## src/design/spr_pkg.sv

```systemverilog
`default_nettype none

package spr_pkg;

	// Register indexes on the configuration port (byte address is 8 times the index).
	localparam logic [1:0] REG_PATTERN_LENGTH     = 2'd0;
	localparam logic [1:0] REG_PATTERN_BYTES      = 2'd1;
	localparam logic [1:0] REG_REPLACEMENT_LENGTH = 2'd2;
	localparam logic [1:0] REG_REPLACEMENT_BYTES  = 2'd3;

	// Entries in the queue between the matcher and the serializer.
	localparam int QUEUE_DEPTH = 4;

	typedef struct packed {
		logic [3:0]  pattern_length;
		logic [63:0] pattern_bytes;
		logic [3:0]  replacement_length;
		logic [63:0] replacement_bytes;
	} cfg_t;

endpackage

`default_nettype wire

```

## src/design/spr_front.sv

```systemverilog
`default_nettype none

module spr_front #(
	parameter int MAX_PATTERN     = 8,
	parameter int MAX_REPLACEMENT = 8,
	parameter int SLOTS           = 8,
	parameter int CNT_W           = 4,
	parameter int ENTRY_W         = 69
) (
	input  wire logic                 clk,
	input  wire logic                 arst_n,
	input  wire spr_pkg::cfg_t        cfg,
	input  wire logic                 accept,
	input  wire logic [7:0]           in_byte,
	input  wire logic                 in_last,
	output logic                      push,
	output logic [ENTRY_W-1:0]        entry
);

	localparam int CW = $clog2(MAX_PATTERN + 1);
	localparam logic [3:0] PAT_MAX4 = 4'(MAX_PATTERN);
	localparam logic [3:0] REP_MAX4 = 4'(MAX_REPLACEMENT);

	logic [7:0]    window_q [MAX_PATTERN];
	logic [CW-1:0] count_q;

	logic [7:0]    ext      [MAX_PATTERN];
	logic [7:0]    pat      [MAX_PATTERN];
	logic [7:0]    next_win [MAX_PATTERN];
	logic [CW-1:0] ncount;
	logic [CW-1:0] plen;
	logic [CNT_W-1:0] rlen;
	logic [3:0]    plen_full;
	logic [3:0]    rlen_full;
	logic [MAX_PATTERN:0] stop_v;
	logic [CW-1:0] k_sel;
	logic          replace;
	logic [CW-1:0] pass_n;
	logic [CNT_W-1:0] entry_cnt;
	logic [8*SLOTS-1:0] entry_data;

	assign plen_full = (cfg.pattern_length > PAT_MAX4) ? PAT_MAX4 : cfg.pattern_length;
	assign rlen_full = (cfg.replacement_length > REP_MAX4) ? REP_MAX4 : cfg.replacement_length;
	assign plen = CW'(plen_full);
	assign rlen = CNT_W'(rlen_full);
	assign ncount = count_q + CW'(1);

	// Held bytes followed by the incoming byte.
	always_comb begin
		for (int j = 0; j < MAX_PATTERN; j++) begin
			ext[j] = (CW'(j) < count_q) ? window_q[j] : in_byte;
			pat[j] = cfg.pattern_bytes[8*j +: 8];
		end
	end

	// For every shift k, decide whether the bytes from k on may stay in the window.
	always_comb begin
		logic [CW-1:0] len_k;
		logic          hit;
		for (int k = 0; k <= MAX_PATTERN; k++) begin
			len_k = ncount - CW'(k);
			hit = (plen != '0) && (len_k <= plen);
			for (int i = 0; i < MAX_PATTERN; i++) begin
				if (i + k < MAX_PATTERN) begin
					if ((CW'(i + k) < ncount) && (ext[i + k] != pat[i])) begin
						hit = 1'b0;
					end
				end
			end
			if (CW'(k) > ncount) begin
				stop_v[k] = 1'b0;
			end else begin
				stop_v[k] = (len_k == '0) ||
					(hit && !((len_k == plen) && (in_last || (k != 0))));
			end
		end
	end

	always_comb begin
		k_sel = CW'(MAX_PATTERN);
		for (int k = MAX_PATTERN; k >= 0; k--) begin
			if (stop_v[k]) begin
				k_sel = CW'(k);
			end
		end
	end

	// A full match can only survive at shift zero, so the replacement never follows passed bytes.
	assign replace = !in_last && (plen != '0) && ((ncount - k_sel) == plen);
	assign pass_n = in_last ? ncount : k_sel;
	assign entry_cnt = replace ? rlen : CNT_W'(pass_n);

	always_comb begin
		for (int s = 0; s < SLOTS; s++) begin
			entry_data[8*s +: 8] = 8'h00;
			if (replace) begin
				if (s < MAX_REPLACEMENT) begin
					entry_data[8*s +: 8] = cfg.replacement_bytes[8*s +: 8];
				end
			end else if (s < MAX_PATTERN) begin
				entry_data[8*s +: 8] = ext[s];
			end
		end
	end

	always_comb begin
		for (int j = 0; j < MAX_PATTERN; j++) begin
			next_win[j] = 8'h00;
			for (int k = 0; k < MAX_PATTERN; k++) begin
				if ((j + k < MAX_PATTERN) && (k_sel == CW'(k))) begin
					next_win[j] = ext[j + k];
				end
			end
		end
	end

	assign entry = {in_last, entry_cnt, entry_data};
	assign push = accept && (entry_cnt != '0);

	always_ff @(posedge clk or negedge arst_n) begin
		if (!arst_n) begin
			count_q <= '0;
		end else if (accept) begin
			if (in_last || replace) begin
				count_q <= '0;
			end else begin
				count_q <= ncount - k_sel;
			end
		end
	end

	always_ff @(posedge clk) begin
		if (accept) begin
			for (int j = 0; j < MAX_PATTERN; j++) begin
				window_q[j] <= next_win[j];
			end
		end
	end

	// The window is always a proper prefix, so it never fills up between items.
	a_window_not_full: assert property (@(posedge clk) disable iff (!arst_n)
		count_q < CW'(MAX_PATTERN))
		else $error("pending window reached full depth");

endmodule

`default_nettype wire

```

## src/design/spr_queue.sv

```systemverilog
`default_nettype none

module spr_queue #(
	parameter int WIDTH = 69
) (
	input  wire logic             clk,
	input  wire logic             arst_n,
	input  wire logic             push,
	input  wire logic [WIDTH-1:0] din,
	input  wire logic             pop,
	output logic [WIDTH-1:0]      dout,
	output logic                  full,
	output logic                  empty
);

	localparam int DEPTH = spr_pkg::QUEUE_DEPTH;
	localparam int PTR_W = $clog2(DEPTH);
	localparam int CNT_W = $clog2(DEPTH + 1);

	logic [WIDTH-1:0] mem [DEPTH];
	logic [PTR_W-1:0] wr_ptr_q;
	logic [PTR_W-1:0] rd_ptr_q;
	logic [CNT_W-1:0] count_q;

	assign full  = (count_q == CNT_W'(DEPTH));
	assign empty = (count_q == '0);
	assign dout  = mem[rd_ptr_q];

	always_ff @(posedge clk or negedge arst_n) begin
		if (!arst_n) begin
			wr_ptr_q <= '0;
			rd_ptr_q <= '0;
			count_q  <= '0;
		end else begin
			if (push) begin
				wr_ptr_q <= wr_ptr_q + PTR_W'(1);
			end
			if (pop) begin
				rd_ptr_q <= rd_ptr_q + PTR_W'(1);
			end
			if (push && !pop) begin
				count_q <= count_q + CNT_W'(1);
			end else if (pop && !push) begin
				count_q <= count_q - CNT_W'(1);
			end
		end
	end

	always_ff @(posedge clk) begin
		if (push) begin
			mem[wr_ptr_q] <= din;
		end
	end

	a_no_overflow: assert property (@(posedge clk) disable iff (!arst_n)
		full |-> !push)
		else $error("queue written while full");

	a_no_underflow: assert property (@(posedge clk) disable iff (!arst_n)
		empty |-> !pop)
		else $error("queue read while empty");

endmodule

`default_nettype wire

```

## src/design/spr_back.sv

```systemverilog
`default_nettype none

module spr_back #(
	parameter int SLOTS   = 8,
	parameter int CNT_W   = 4,
	parameter int ENTRY_W = 69
) (
	input  wire logic               clk,
	input  wire logic               arst_n,
	input  wire logic [ENTRY_W-1:0] head,
	input  wire logic               empty,
	output logic                    pop,
	output logic                    out_valid,
	input  wire logic               out_ready,
	output logic [7:0]              out_byte,
	output logic                    out_last
);

	localparam int IDX_W = (SLOTS > 1) ? $clog2(SLOTS) : 1;

	logic [8*SLOTS-1:0] head_data;
	logic [CNT_W-1:0]   head_cnt;
	logic               head_last;
	logic [IDX_W-1:0]   idx_q;
	logic               out_valid_q;
	logic [7:0]         out_byte_q;
	logic               out_last_q;
	logic               load;
	logic               is_end;

	assign head_data = head[8*SLOTS-1:0];
	assign head_cnt  = head[8*SLOTS +: CNT_W];
	assign head_last = head[ENTRY_W-1];

	assign is_end = (CNT_W'(idx_q) == (head_cnt - CNT_W'(1)));
	assign load   = !empty && (!out_valid_q || out_ready);
	assign pop    = load && is_end;

	assign out_valid = out_valid_q;
	assign out_byte  = out_byte_q;
	assign out_last  = out_last_q;

	always_ff @(posedge clk or negedge arst_n) begin
		if (!arst_n) begin
			out_valid_q <= 1'b0;
			idx_q       <= '0;
		end else if (load) begin
			out_valid_q <= 1'b1;
			idx_q       <= is_end ? '0 : idx_q + IDX_W'(1);
		end else if (out_ready) begin
			out_valid_q <= 1'b0;
		end
	end

	always_ff @(posedge clk) begin
		if (load) begin
			out_byte_q <= head_data[8*idx_q +: 8];
			out_last_q <= head_last && is_end;
		end
	end

	// The front never queues a step that has no bytes to send.
	a_head_not_empty: assert property (@(posedge clk) disable iff (!arst_n)
		!empty |-> (head_cnt != '0))
		else $error("queue entry with zero bytes");

	a_stall_holds: assert property (@(posedge clk) disable iff (!arst_n)
		(out_valid_q && !out_ready) |=> ($stable(out_byte_q) && $stable(out_last_q)))
		else $error("output changed while stalled");

endmodule

`default_nettype wire

```

## src/design/stream_pattern_replacer_top.sv

```systemverilog
// Streaming find-and-replace on a byte stream.
// Source bytes arrive on the s_axis channel, one byte per transfer, with tlast
// on the final byte of the stream. Rewritten bytes leave on the m_axis channel,
// where tlast marks the final byte of the rewritten stream. Every leftmost,
// non-overlapping occurrence of the pattern that is followed by at least one
// more source byte is replaced; other bytes pass through in order.
// The pattern and replacement are set through the APB port (64-bit registers at
// byte addresses 0, 8, 16 and 24) while the stream is idle; pready is always high.
// The matcher writes the bytes caused by a source transfer into the queue at
// the transfer's own clock edge; the serializer then registers the first of
// them into its output register, from which it is offered on m_axis.
// Throughput is one source byte per cycle while each source byte causes at
// most one output byte and m_axis takes every byte; the serializer sends one
// byte per cycle while m_axis is ready, and a four-entry queue between matcher
// and serializer absorbs the bursts of a replacement or a flush of held bytes.
// When m_axis stalls, the output register holds, the queue fills and
// s_axis_tready drops once it is full. Reset empties the window and the queue
// and loads pattern_length 1 with all other registers zero.

`default_nettype none

module stream_pattern_replacer_top #(
	parameter int MAX_PATTERN     = 8,
	parameter int MAX_REPLACEMENT = 8
) (
	input  wire logic        clk,
	input  wire logic        arst_n,

	input  wire logic        psel,
	input  wire logic        penable,
	input  wire logic        pwrite,
	input  wire logic [4:0]  paddr,
	input  wire logic [63:0] pwdata,
	output logic [63:0]      prdata,
	output logic             pready,

	input  wire logic        s_axis_tvalid,
	output logic             s_axis_tready,
	input  wire logic [7:0]  s_axis_tdata,   // in_byte
	input  wire logic        s_axis_tlast,   // in_last

	output logic             m_axis_tvalid,
	input  wire logic        m_axis_tready,
	output logic [7:0]       m_axis_tdata,   // out_byte
	output logic             m_axis_tlast    // out_last
);

	// A queue entry holds up to SLOTS bytes, their count and the final-byte flag.
	localparam int SLOTS   = (MAX_PATTERN > MAX_REPLACEMENT) ? MAX_PATTERN : MAX_REPLACEMENT;
	localparam int CNT_W   = $clog2(SLOTS + 1);
	localparam int ENTRY_W = 8 * SLOTS + CNT_W + 1;

	spr_pkg::cfg_t cfg_q;
	logic          cfg_write;
	logic [1:0]    reg_idx;

	logic               in_accept;
	logic               push;
	logic               pop;
	logic               q_full;
	logic               q_empty;
	logic [ENTRY_W-1:0] entry;
	logic [ENTRY_W-1:0] head;

	// Configuration registers. A write completes in the access cycle.
	assign pready    = 1'b1;
	assign cfg_write = psel && penable && pwrite && pready;
	assign reg_idx   = paddr[4:3];

	always_ff @(posedge clk or negedge arst_n) begin
		if (!arst_n) begin
			cfg_q.pattern_length     <= 4'd1;
			cfg_q.pattern_bytes      <= '0;
			cfg_q.replacement_length <= '0;
			cfg_q.replacement_bytes  <= '0;
		end else if (cfg_write) begin
			unique case (reg_idx)
				spr_pkg::REG_PATTERN_LENGTH:     cfg_q.pattern_length     <= pwdata[3:0];
				spr_pkg::REG_PATTERN_BYTES:      cfg_q.pattern_bytes      <= pwdata;
				spr_pkg::REG_REPLACEMENT_LENGTH: cfg_q.replacement_length <= pwdata[3:0];
				spr_pkg::REG_REPLACEMENT_BYTES:  cfg_q.replacement_bytes  <= pwdata;
				default: ;
			endcase
		end
	end

	always_comb begin
		unique case (reg_idx)
			spr_pkg::REG_PATTERN_LENGTH:     prdata = {60'd0, cfg_q.pattern_length};
			spr_pkg::REG_PATTERN_BYTES:      prdata = cfg_q.pattern_bytes;
			spr_pkg::REG_REPLACEMENT_LENGTH: prdata = {60'd0, cfg_q.replacement_length};
			spr_pkg::REG_REPLACEMENT_BYTES:  prdata = cfg_q.replacement_bytes;
			default:                         prdata = '0;
		endcase
	end

	// The matcher takes a byte whenever the queue has room, so the input side
	// keeps moving while the serializer is busy or stalled.
	assign s_axis_tready = !q_full;
	assign in_accept     = s_axis_tvalid && s_axis_tready;

	spr_front #(
		.MAX_PATTERN     (MAX_PATTERN),
		.MAX_REPLACEMENT (MAX_REPLACEMENT),
		.SLOTS           (SLOTS),
		.CNT_W           (CNT_W),
		.ENTRY_W         (ENTRY_W)
	) u_front (
		.clk     (clk),
		.arst_n  (arst_n),
		.cfg     (cfg_q),
		.accept  (in_accept),
		.in_byte (s_axis_tdata),
		.in_last (s_axis_tlast),
		.push    (push),
		.entry   (entry)
	);

	spr_queue #(
		.WIDTH (ENTRY_W)
	) u_queue (
		.clk    (clk),
		.arst_n (arst_n),
		.push   (push),
		.din    (entry),
		.pop    (pop),
		.dout   (head),
		.full   (q_full),
		.empty  (q_empty)
	);

	// The serializer sends the queued bytes one per transfer from its output register.
	spr_back #(
		.SLOTS   (SLOTS),
		.CNT_W   (CNT_W),
		.ENTRY_W (ENTRY_W)
	) u_back (
		.clk       (clk),
		.arst_n    (arst_n),
		.head      (head),
		.empty     (q_empty),
		.pop       (pop),
		.out_valid (m_axis_tvalid),
		.out_ready (m_axis_tready),
		.out_byte  (m_axis_tdata),
		.out_last  (m_axis_tlast)
	);

endmodule

`default_nettype wire

```

## config.mk

```make
export PLATFORM = sky130hd
export DESIGN_NAME = stream_pattern_replacer_top
export DESIGN_NICKNAME = d
export VERILOG_FILES = /design/src/design/spr_pkg.sv /design/src/design/spr_front.sv /design/src/design/spr_queue.sv /design/src/design/spr_back.sv /design/src/design/stream_pattern_replacer_top.sv
export SDC_FILE = /design/constraint.sdc
export NUM_CORES = 1
export LEC_CHECK = 0
export BUFFER_PORTS_ARGS = -buffer_cell sky130_fd_sc_hd__buf_2
export CORE_MARGIN = 5
export CORE_UTILIZATION = 50
export DETAILED_ROUTE_END_ITERATION = 7
export HOLD_SLACK_MARGIN = 0.05
export PLACE_DENSITY = 0.75
export SLEW_MARGIN = 10
export SYNTH_ARGS = -nofsm -noshare
export SYNTH_HDL_FRONTEND = slang
export SYNTH_HIERARCHICAL = 1
export SYNTH_SLANG_ARGS = --single-unit
export TNS_END_PERCENT = 100
```

## constraint.sdc

```tcl
create_clock -name clk -period 18.6 [get_ports clk]
set_input_delay 3.72 -clock clk [delete_from_list [all_inputs] [get_ports clk]]
set_output_delay 3.72 -clock clk [all_outputs]
set_load 0.01 [all_outputs]
```

Yosys cells after proc, flatten, opt, wreduce, memory -nomap -nowiden
Memory sizes are Yosys's and may differ from the RTL's.
Cells that the tools add are included.
- add/sub/neg operators: 15
- order comparisons: 34
- eq/ne operators: 57
- shift operators: 1
- muxes and demuxes: 119
- reductions and logical operators: 107
- operator list (cell ; count):
    $mux W8 ; 52
    $ne A8 B8 Y1 ; 36
    $pmux W64 S4 ; 1
    $logic_and A1 B1 Y1 ; 64
    $shiftx A64 B7 Y8 ; 1
    $mux W4 ; 13
    $mux W1 ; 50
    $eq A4 B4 Y1 ; 9
    $logic_not A4 Y1 ; 9
    $le A4 B4 Y1 ; 8
    $lt A3 B4 Y1 const A ; 8
    $eq A4 B3 Y1 const B ; 4
    $gt A3 B4 Y1 const A ; 4
    $lt A1 B4 Y1 const A ; 4
    $lt A2 B4 Y1 const A ; 4
    $sub A4 B3 Y4 const B ; 4
    $logic_not A1 Y1 ; 14
    $logic_or A1 B1 Y1 ; 10
    $mux W3 ; 3
    $eq A4 B2 Y1 const B ; 2
    $gt A1 B4 Y1 const A ; 2
    $gt A2 B4 Y1 const A ; 2
    $gt A4 B4 Y1 const B ; 2
    $reduce_and A2 Y1 ; 4
    other kinds (16) ; 23
- register bits after elaboration: 160
- RAM bits: 340
- input bits: 85
- output and inout bits: 76
- word-level logic and storage cells: 347
- memories kept: 2
- memory list (memory ; depth ; bits a word ; rd ports ; clocked after Yosys merged registers in ; write ports ; RTL line ; source):
    u_queue.mem ; 4 ; 69 ; 1 ; 0 ; 1 ; spr_queue.sv:20 ; logic [WIDTH-1:0] mem [DEPTH];
    u_front.window_q ; 8 ; 8 ; 8 ; 0 ; 8 ; spr_front.sv:24 ; logic [7:0] window_q [MAX_PATTERN];

Depth between registers and ports, before layout
- word-level depth: 26
- depth in mapped cells: 37
- mapped depth without buffers: 33

Hierarchy
Netlist, hierarchy kept.
- modules (own cells, without submodules) (module ; times used ; cells an instance ; area an instance (sq um) ; sequential area each (sq um)):
    spr_front ; 1 ; 1667 ; 12958.7 ; 2021.9
    spr_queue ; 1 ; 395 ; 10426.2 ; 8463.1
    stream_pattern_replacer_top ; 1 ; 432 ; 6251.0 ; 3404.5
    spr_back ; 1 ; 74 ; 1129.8 ; 370.4

Worst setup path after synthesis
No wires, ideal clock.
- path kind: in2reg
- start point: input port s_axis_tdata[1]
- end point: memory u_queue.mem[1][0], enable pin
- setup time: 434 ps
- data arrival time: 10227 ps
- required time: 18166 ps
- path slack: 7938 ps
- cell stages on the path: 23
- buffers on the path: 4
- cells stage by stage: clkbuf_1 -> xor2_1 -> nor3_1 -> or4b_1 -> a32oi_1 -> o2111ai_1 -> o41ai_1 -> and2_1 -> buf_4 -> nor2_1 -> o21ai_1 -> buf_2 -> inv_1 -> fa_1 -> xor2_1 -> xor2_1 -> nand3_1 -> nor2_1 -> mux2_4 -> nor2_4 -> buf_4 -> mux2i_1 -> and2_1
- longest elaborated chain between the ends: 23
- elaborated cells between the ends (all ways): 157
- those cells by class: add/sub: 1; eq/ne: 37; mux: 64; reduce/logical: 55
- RTL lines (element ; RTL line ; source):
    start, declared ; stream_pattern_replacer_top.sv:39 ; input wire logic [7:0] s_axis_tdata,
    $mux W8 ; spr_front.sv:51 ; ext[j] = (CW'(j) < count_q) ? window_q[j] : in_byte;
    $ne A8 B8 Y1 ; spr_front.sv:65 ; if ((CW'(i + k) < ncount) && (ext[i + k] != pat[i])) begin
    $logic_and A1 B1 Y1 ; spr_front.sv:65 ;
    $mux W1 ; spr_front.sv:65 ;
    $logic_and A1 B1 Y1 or $mux W1 (tied branches) ; spr_front.sv:74, spr_front.sv:65 ;
    $logic_or A1 B1 Y1 (tied with other cells) ; spr_front.sv:73 ; stop_v[k] = (len_k == '0) ||
    $mux W1 (tied with other cells) ; spr_front.sv:70 ; if (CW'(k) > ncount) begin
    $mux W4 (tied with other cells) (6 in a row) ; spr_front.sv:82 ; if (stop_v[k]) begin
    [... 3 more ...] ; - ;
    $eq A4 B4 Y1 ; spr_front.sv:89 ; assign replace = !in_last && (plen != '0) && ((ncount - k_sel) == plen);
    $logic_and A1 B1 Y1 ; spr_front.sv:89 ;
    $mux W4 (*) ; spr_front.sv:91 ; assign entry_cnt = replace ? rlen : CNT_W'(pass_n);
    $reduce_bool A4 Y1 (*) ; spr_front.sv:118 ; assign push = accept && (entry_cnt != '0);
    $logic_and A1 B1 Y1 (*) ; spr_front.sv:118 ;
    net push ; stream_pattern_replacer_top.sv:58 ; logic push;
    $mux W1 (*) ; spr_queue.sv:50 ; if (push) begin
    $mux W1 (implied by the code) (*) ; spr_queue.sv:51 ; mem[wr_ptr_q] <= din;
    end, declared ; spr_queue.sv:20 ;
The timed path passes the listed nets; every way through them passes the cells marked *.

Final worst setup path
- start point: input port s_axis_tdata[6]
- end point: memory u_queue.mem[2][34], enable pin
Same word-level chain as after synthesis.

==> results.txt <==
crit path kind: primary input to flip-flop
VDD IR-drop max: 104.0 uV
drc violations: 0
run status: finished clean
Main synth FF type: edfxtp_1
RSZ-0062 raised after global routing: no
Setup crit end kind: flip-flop
crit path launch type: primary input
CTS tree: built
maximum capacitance violations: 0
Pleak: 12.82 nW
initial core utilization: 50.13%
distinct cell type count after synthesis: 110
most frequent cells in the layout: edfxtp_1 (349), xnor2_1 (170), buf_2 (154), dfrtp_1 (147), mux2_2 (141)
I/O Pins: 161
share of cells above drive strength 1: 22.44%
r2r worst-path depth: 29
FF-to-FF setup slack: 7.81 ns
P&R area growth vs syn: 9.386%
Synth Register Bits: 500
DR WL/cell: 33.21 um
sw power: 2.824 mW
Syn Std Cell Area: 30770 um^2
Clock Tree Buf Depth: 3
total gr overflow: 0
Min-Delay Path Class: flip-flop to flip-flop
antenna violations before repair: 3
Die Height: 258.1 um
number of enable flip-flop cells after synthesis: 349
worst hold path cell count: 1
Die Span X: 258.1 um
Ys Warns: 6
DRT iter0 DRCs: 3262
Comb power frac: 48.4%
CTS root buffer: clkbuf_16
worst path arrival time: 12.85 ns
commonest non-fill, non-tap cell in the layout: edfxtp_1
IO buf count: 156
Max Clock Skew: 0.05859 ns
Core Rows: 91
setup TNS: 0 ns
core footprint: 61370 um^2
final hold viol count: 0
final core utilization: 54.84%
mean number of vias per cell: 6.782
post-route minimum period: 12.61 ns
first-pass GRT wire length: 165.5 mm
vias in the first global route: 23400
nets@finish: 2752
sinks on the clock net: 500
ys async rst share: 30.20%
Worst Path Required: 18.84 ns
routability-driven placement congestion ratio: 1.082
via count: 23470
pwr dens: 188.7 nW/um^2
Cells after Synth: 2568
relative slew slack: 2.615%
register area share after synthesis: 46.35%
Internal: 3.525 mW
worst-path maximum fanout: 69
post-CTS resize count: 0
clock power share: 16.8%
gr usage total: 33.71%
synthesized area per cell: 11.98 um^2
Period Utilization, post-route: 67.81%
clk_lat worst skew: 0.65 ns
total CTS buffers: 54
Routed WL: 114.9 mm
Final ANT Viol Nets: 0
fin. max-slew vios: 0
Post CTS Setup Buffer Count: 0
CTS Hold Buffers Added: 0
largest net degree at the start of global routing: 90
measured slew at the worst slew-check pin: 1.448 ns
H-tree Lvls: 2
# setup viols final: 0
Reg power frac: 34.8%
syn nets: 2695
clock-pin slew on the worst setup and hold paths: 0.06 ns
1st-pass router iterations: 7
Detail Placement HPWL: 78.88 mm
Max Freq: 79.29 MHz
Sw Share: 44.48%
DIE AREA: 66590 um^2
==> cells by family (layout without fill, tap and decap cells) <==
family | Yosys count | count (layout) | synth area share [%]
flops | 500 | 500 | 46.35
fa+ha+maj | 42 | 42 | 1.757
mux | 413 | 413 | 18.41
other cells | 1 | 3 | 0.01219
compound gates | 447 | 447 | 10.25
xor+xnor | 284 | 284 | 8.109
simple gates | 542 | 542 | 9.553
buf+inv | 339 | 440 | 5.555
==> per-layer routing <==
layer	global-route usage (%)	wire (um)	share of wire, %	up-vias
met1	44.63	43190	38	11630
met2	49.76	49600	43	1665
met4	19.19	8747	7.6	2
met3	9.943	13390	12	444
met5	0	11	0.0096	-
li1	-	-	-	9733
==> metrics by stage <==
step                hold WS, ns  std cells  setup slack [ns]  total power, mW  area, um^2
floorplan                0.4563       2568             7.938            4.077       30770
global route             0.5059       3459             5.934            6.566       33650
CTS                      0.4887       3459             6.285            6.241       33650
global placement         0.4699       3359             5.689            5.059       31870
detailed placement       0.4798       3359             5.665            5.152       31870
finish                   0.4882       3461             5.988            6.349       33650
==> power by group through the flow <==
stage               clock (mW)  sequential, mW  combinational [mW]
floorplan                    0            1.88                2.20
global placement             0            2.17                2.89
detailed placement           0            2.19                2.96
CTS                       1.08            2.18                2.98
global route              1.14            2.22                3.21
finish                    1.07            2.21                3.07
==> flip-flops by register name, summed over array words and instances (netlist names) <==
register          flops
u_back/out_valid      1
u_queue/rd_ptr_q      2
cfg_q               136
u_queue/count_q       3
u_front/count_q       4
u_front/window_q     64
u_back/idx_q          3
u_back/out_byte       8
u_back/out_last       1
u_queue/mem         276
u_queue/wr_ptr_q      2
==> area by class of cell <==
cell class	count	area, um^2
clock buffers	72	1469
multi-input cells	1729	14850
clock inverters	28	311.5
fillers	4975	27720
repair buffers	232	1360
well taps	790	988.4
inverters	108	405.4
flip-flops and latches	500	14270
diodes	2	5.005
==> path summary, 6_finish.rpt <==
kind,start,endpoint
worst max-delay path,s_axis_tdata[6],u_queue/mem[2][34]
worst min-delay path,u_queue/count_q[2],u_queue/count_q[2]
worst max register to register,u_front/count_q[1],u_queue/mem[2][34]
worst min register to register,u_queue/count_q[2],u_queue/count_q[2]
max in group asynchronous,arst_n,u_queue/rd_ptr_q[0]
min in group asynchronous,arst_n,cfg_q[109]
==> critical path, cell delays in order <==
cell	delay, ns
buf_2	0.10
buf_4	0.29
mux2i_2	0.64
buf_4	0.39
xnor2_1	0.15
nor4_1	0.07
a21oi_1	0.61
a311o_1	0.24
o32a_1	0.76
nand2b_1	0.63
nand3_1	0.26
nand2_1	0.28
inv_2	0.45
ha_1	0.27
fa_1	0.46
xnor2_1	0.19
nor4_1	0.09
nand3_1	0.13
nor2_1	0.05
mux2_4	0.29
nor2_4	0.77
mux2i_1	0.81
and2_2	0.28
buf_4	0.75
==> synth_stat cells (8+ instances only) <==
master | number | area share, %
nand3_1 | 38 | 0.62
nand2b_1 | 37 | 0.75
a21oi_1 | 72 | 1.2
ha_1 | 40 | 1.6
buf_12 | 9 | 0.59
a211oi_1 | 26 | 0.63
a2111oi_0 | 11 | 0.31
a31oi_1 | 19 | 0.39
buf_6 | 19 | 0.70
clkbuf_1 | 110 | 1.3
mux4_1 | 10 | 0.85
xnor2_1 | 170 | 4.8
mux2_1 | 44 | 1.6
nor2_1 | 95 | 1.2
and2_1 | 11 | 0.22
a221oi_1 | 11 | 0.31
buf_2 | 64 | 1.0
mux2_4 | 8 | 0.39
a22o_1 | 10 | 0.28
buf_1 | 11 | 0.13
a22oi_1 | 10 | 0.24
mux2i_4 | 8 | 0.59
nand2_1 | 109 | 1.3
nand4_1 | 25 | 0.51
mux2i_1 | 121 | 3.9
mux2_2 | 141 | 5.2
nor3_1 | 30 | 0.49
nor2b_1 | 87 | 1.8
mux4_2 | 79 | 5.8
edfxtp_1 | 349 | 34
dfrtp_1 | 150 | 12
o211ai_1 | 9 | 0.22
xor2_1 | 113 | 3.2
o31a_1 | 8 | 0.23
o21ai_0 | 69 | 1.1
inv_1 | 104 | 1.3
o221ai_1 | 31 | 0.88
nor4_1 | 50 | 1.0
buf_4 | 18 | 0.44
o22ai_1 | 58 | 1.2
a21o_1 | 9 | 0.22
Note: power is estimated with default switching activity, not from simulation.
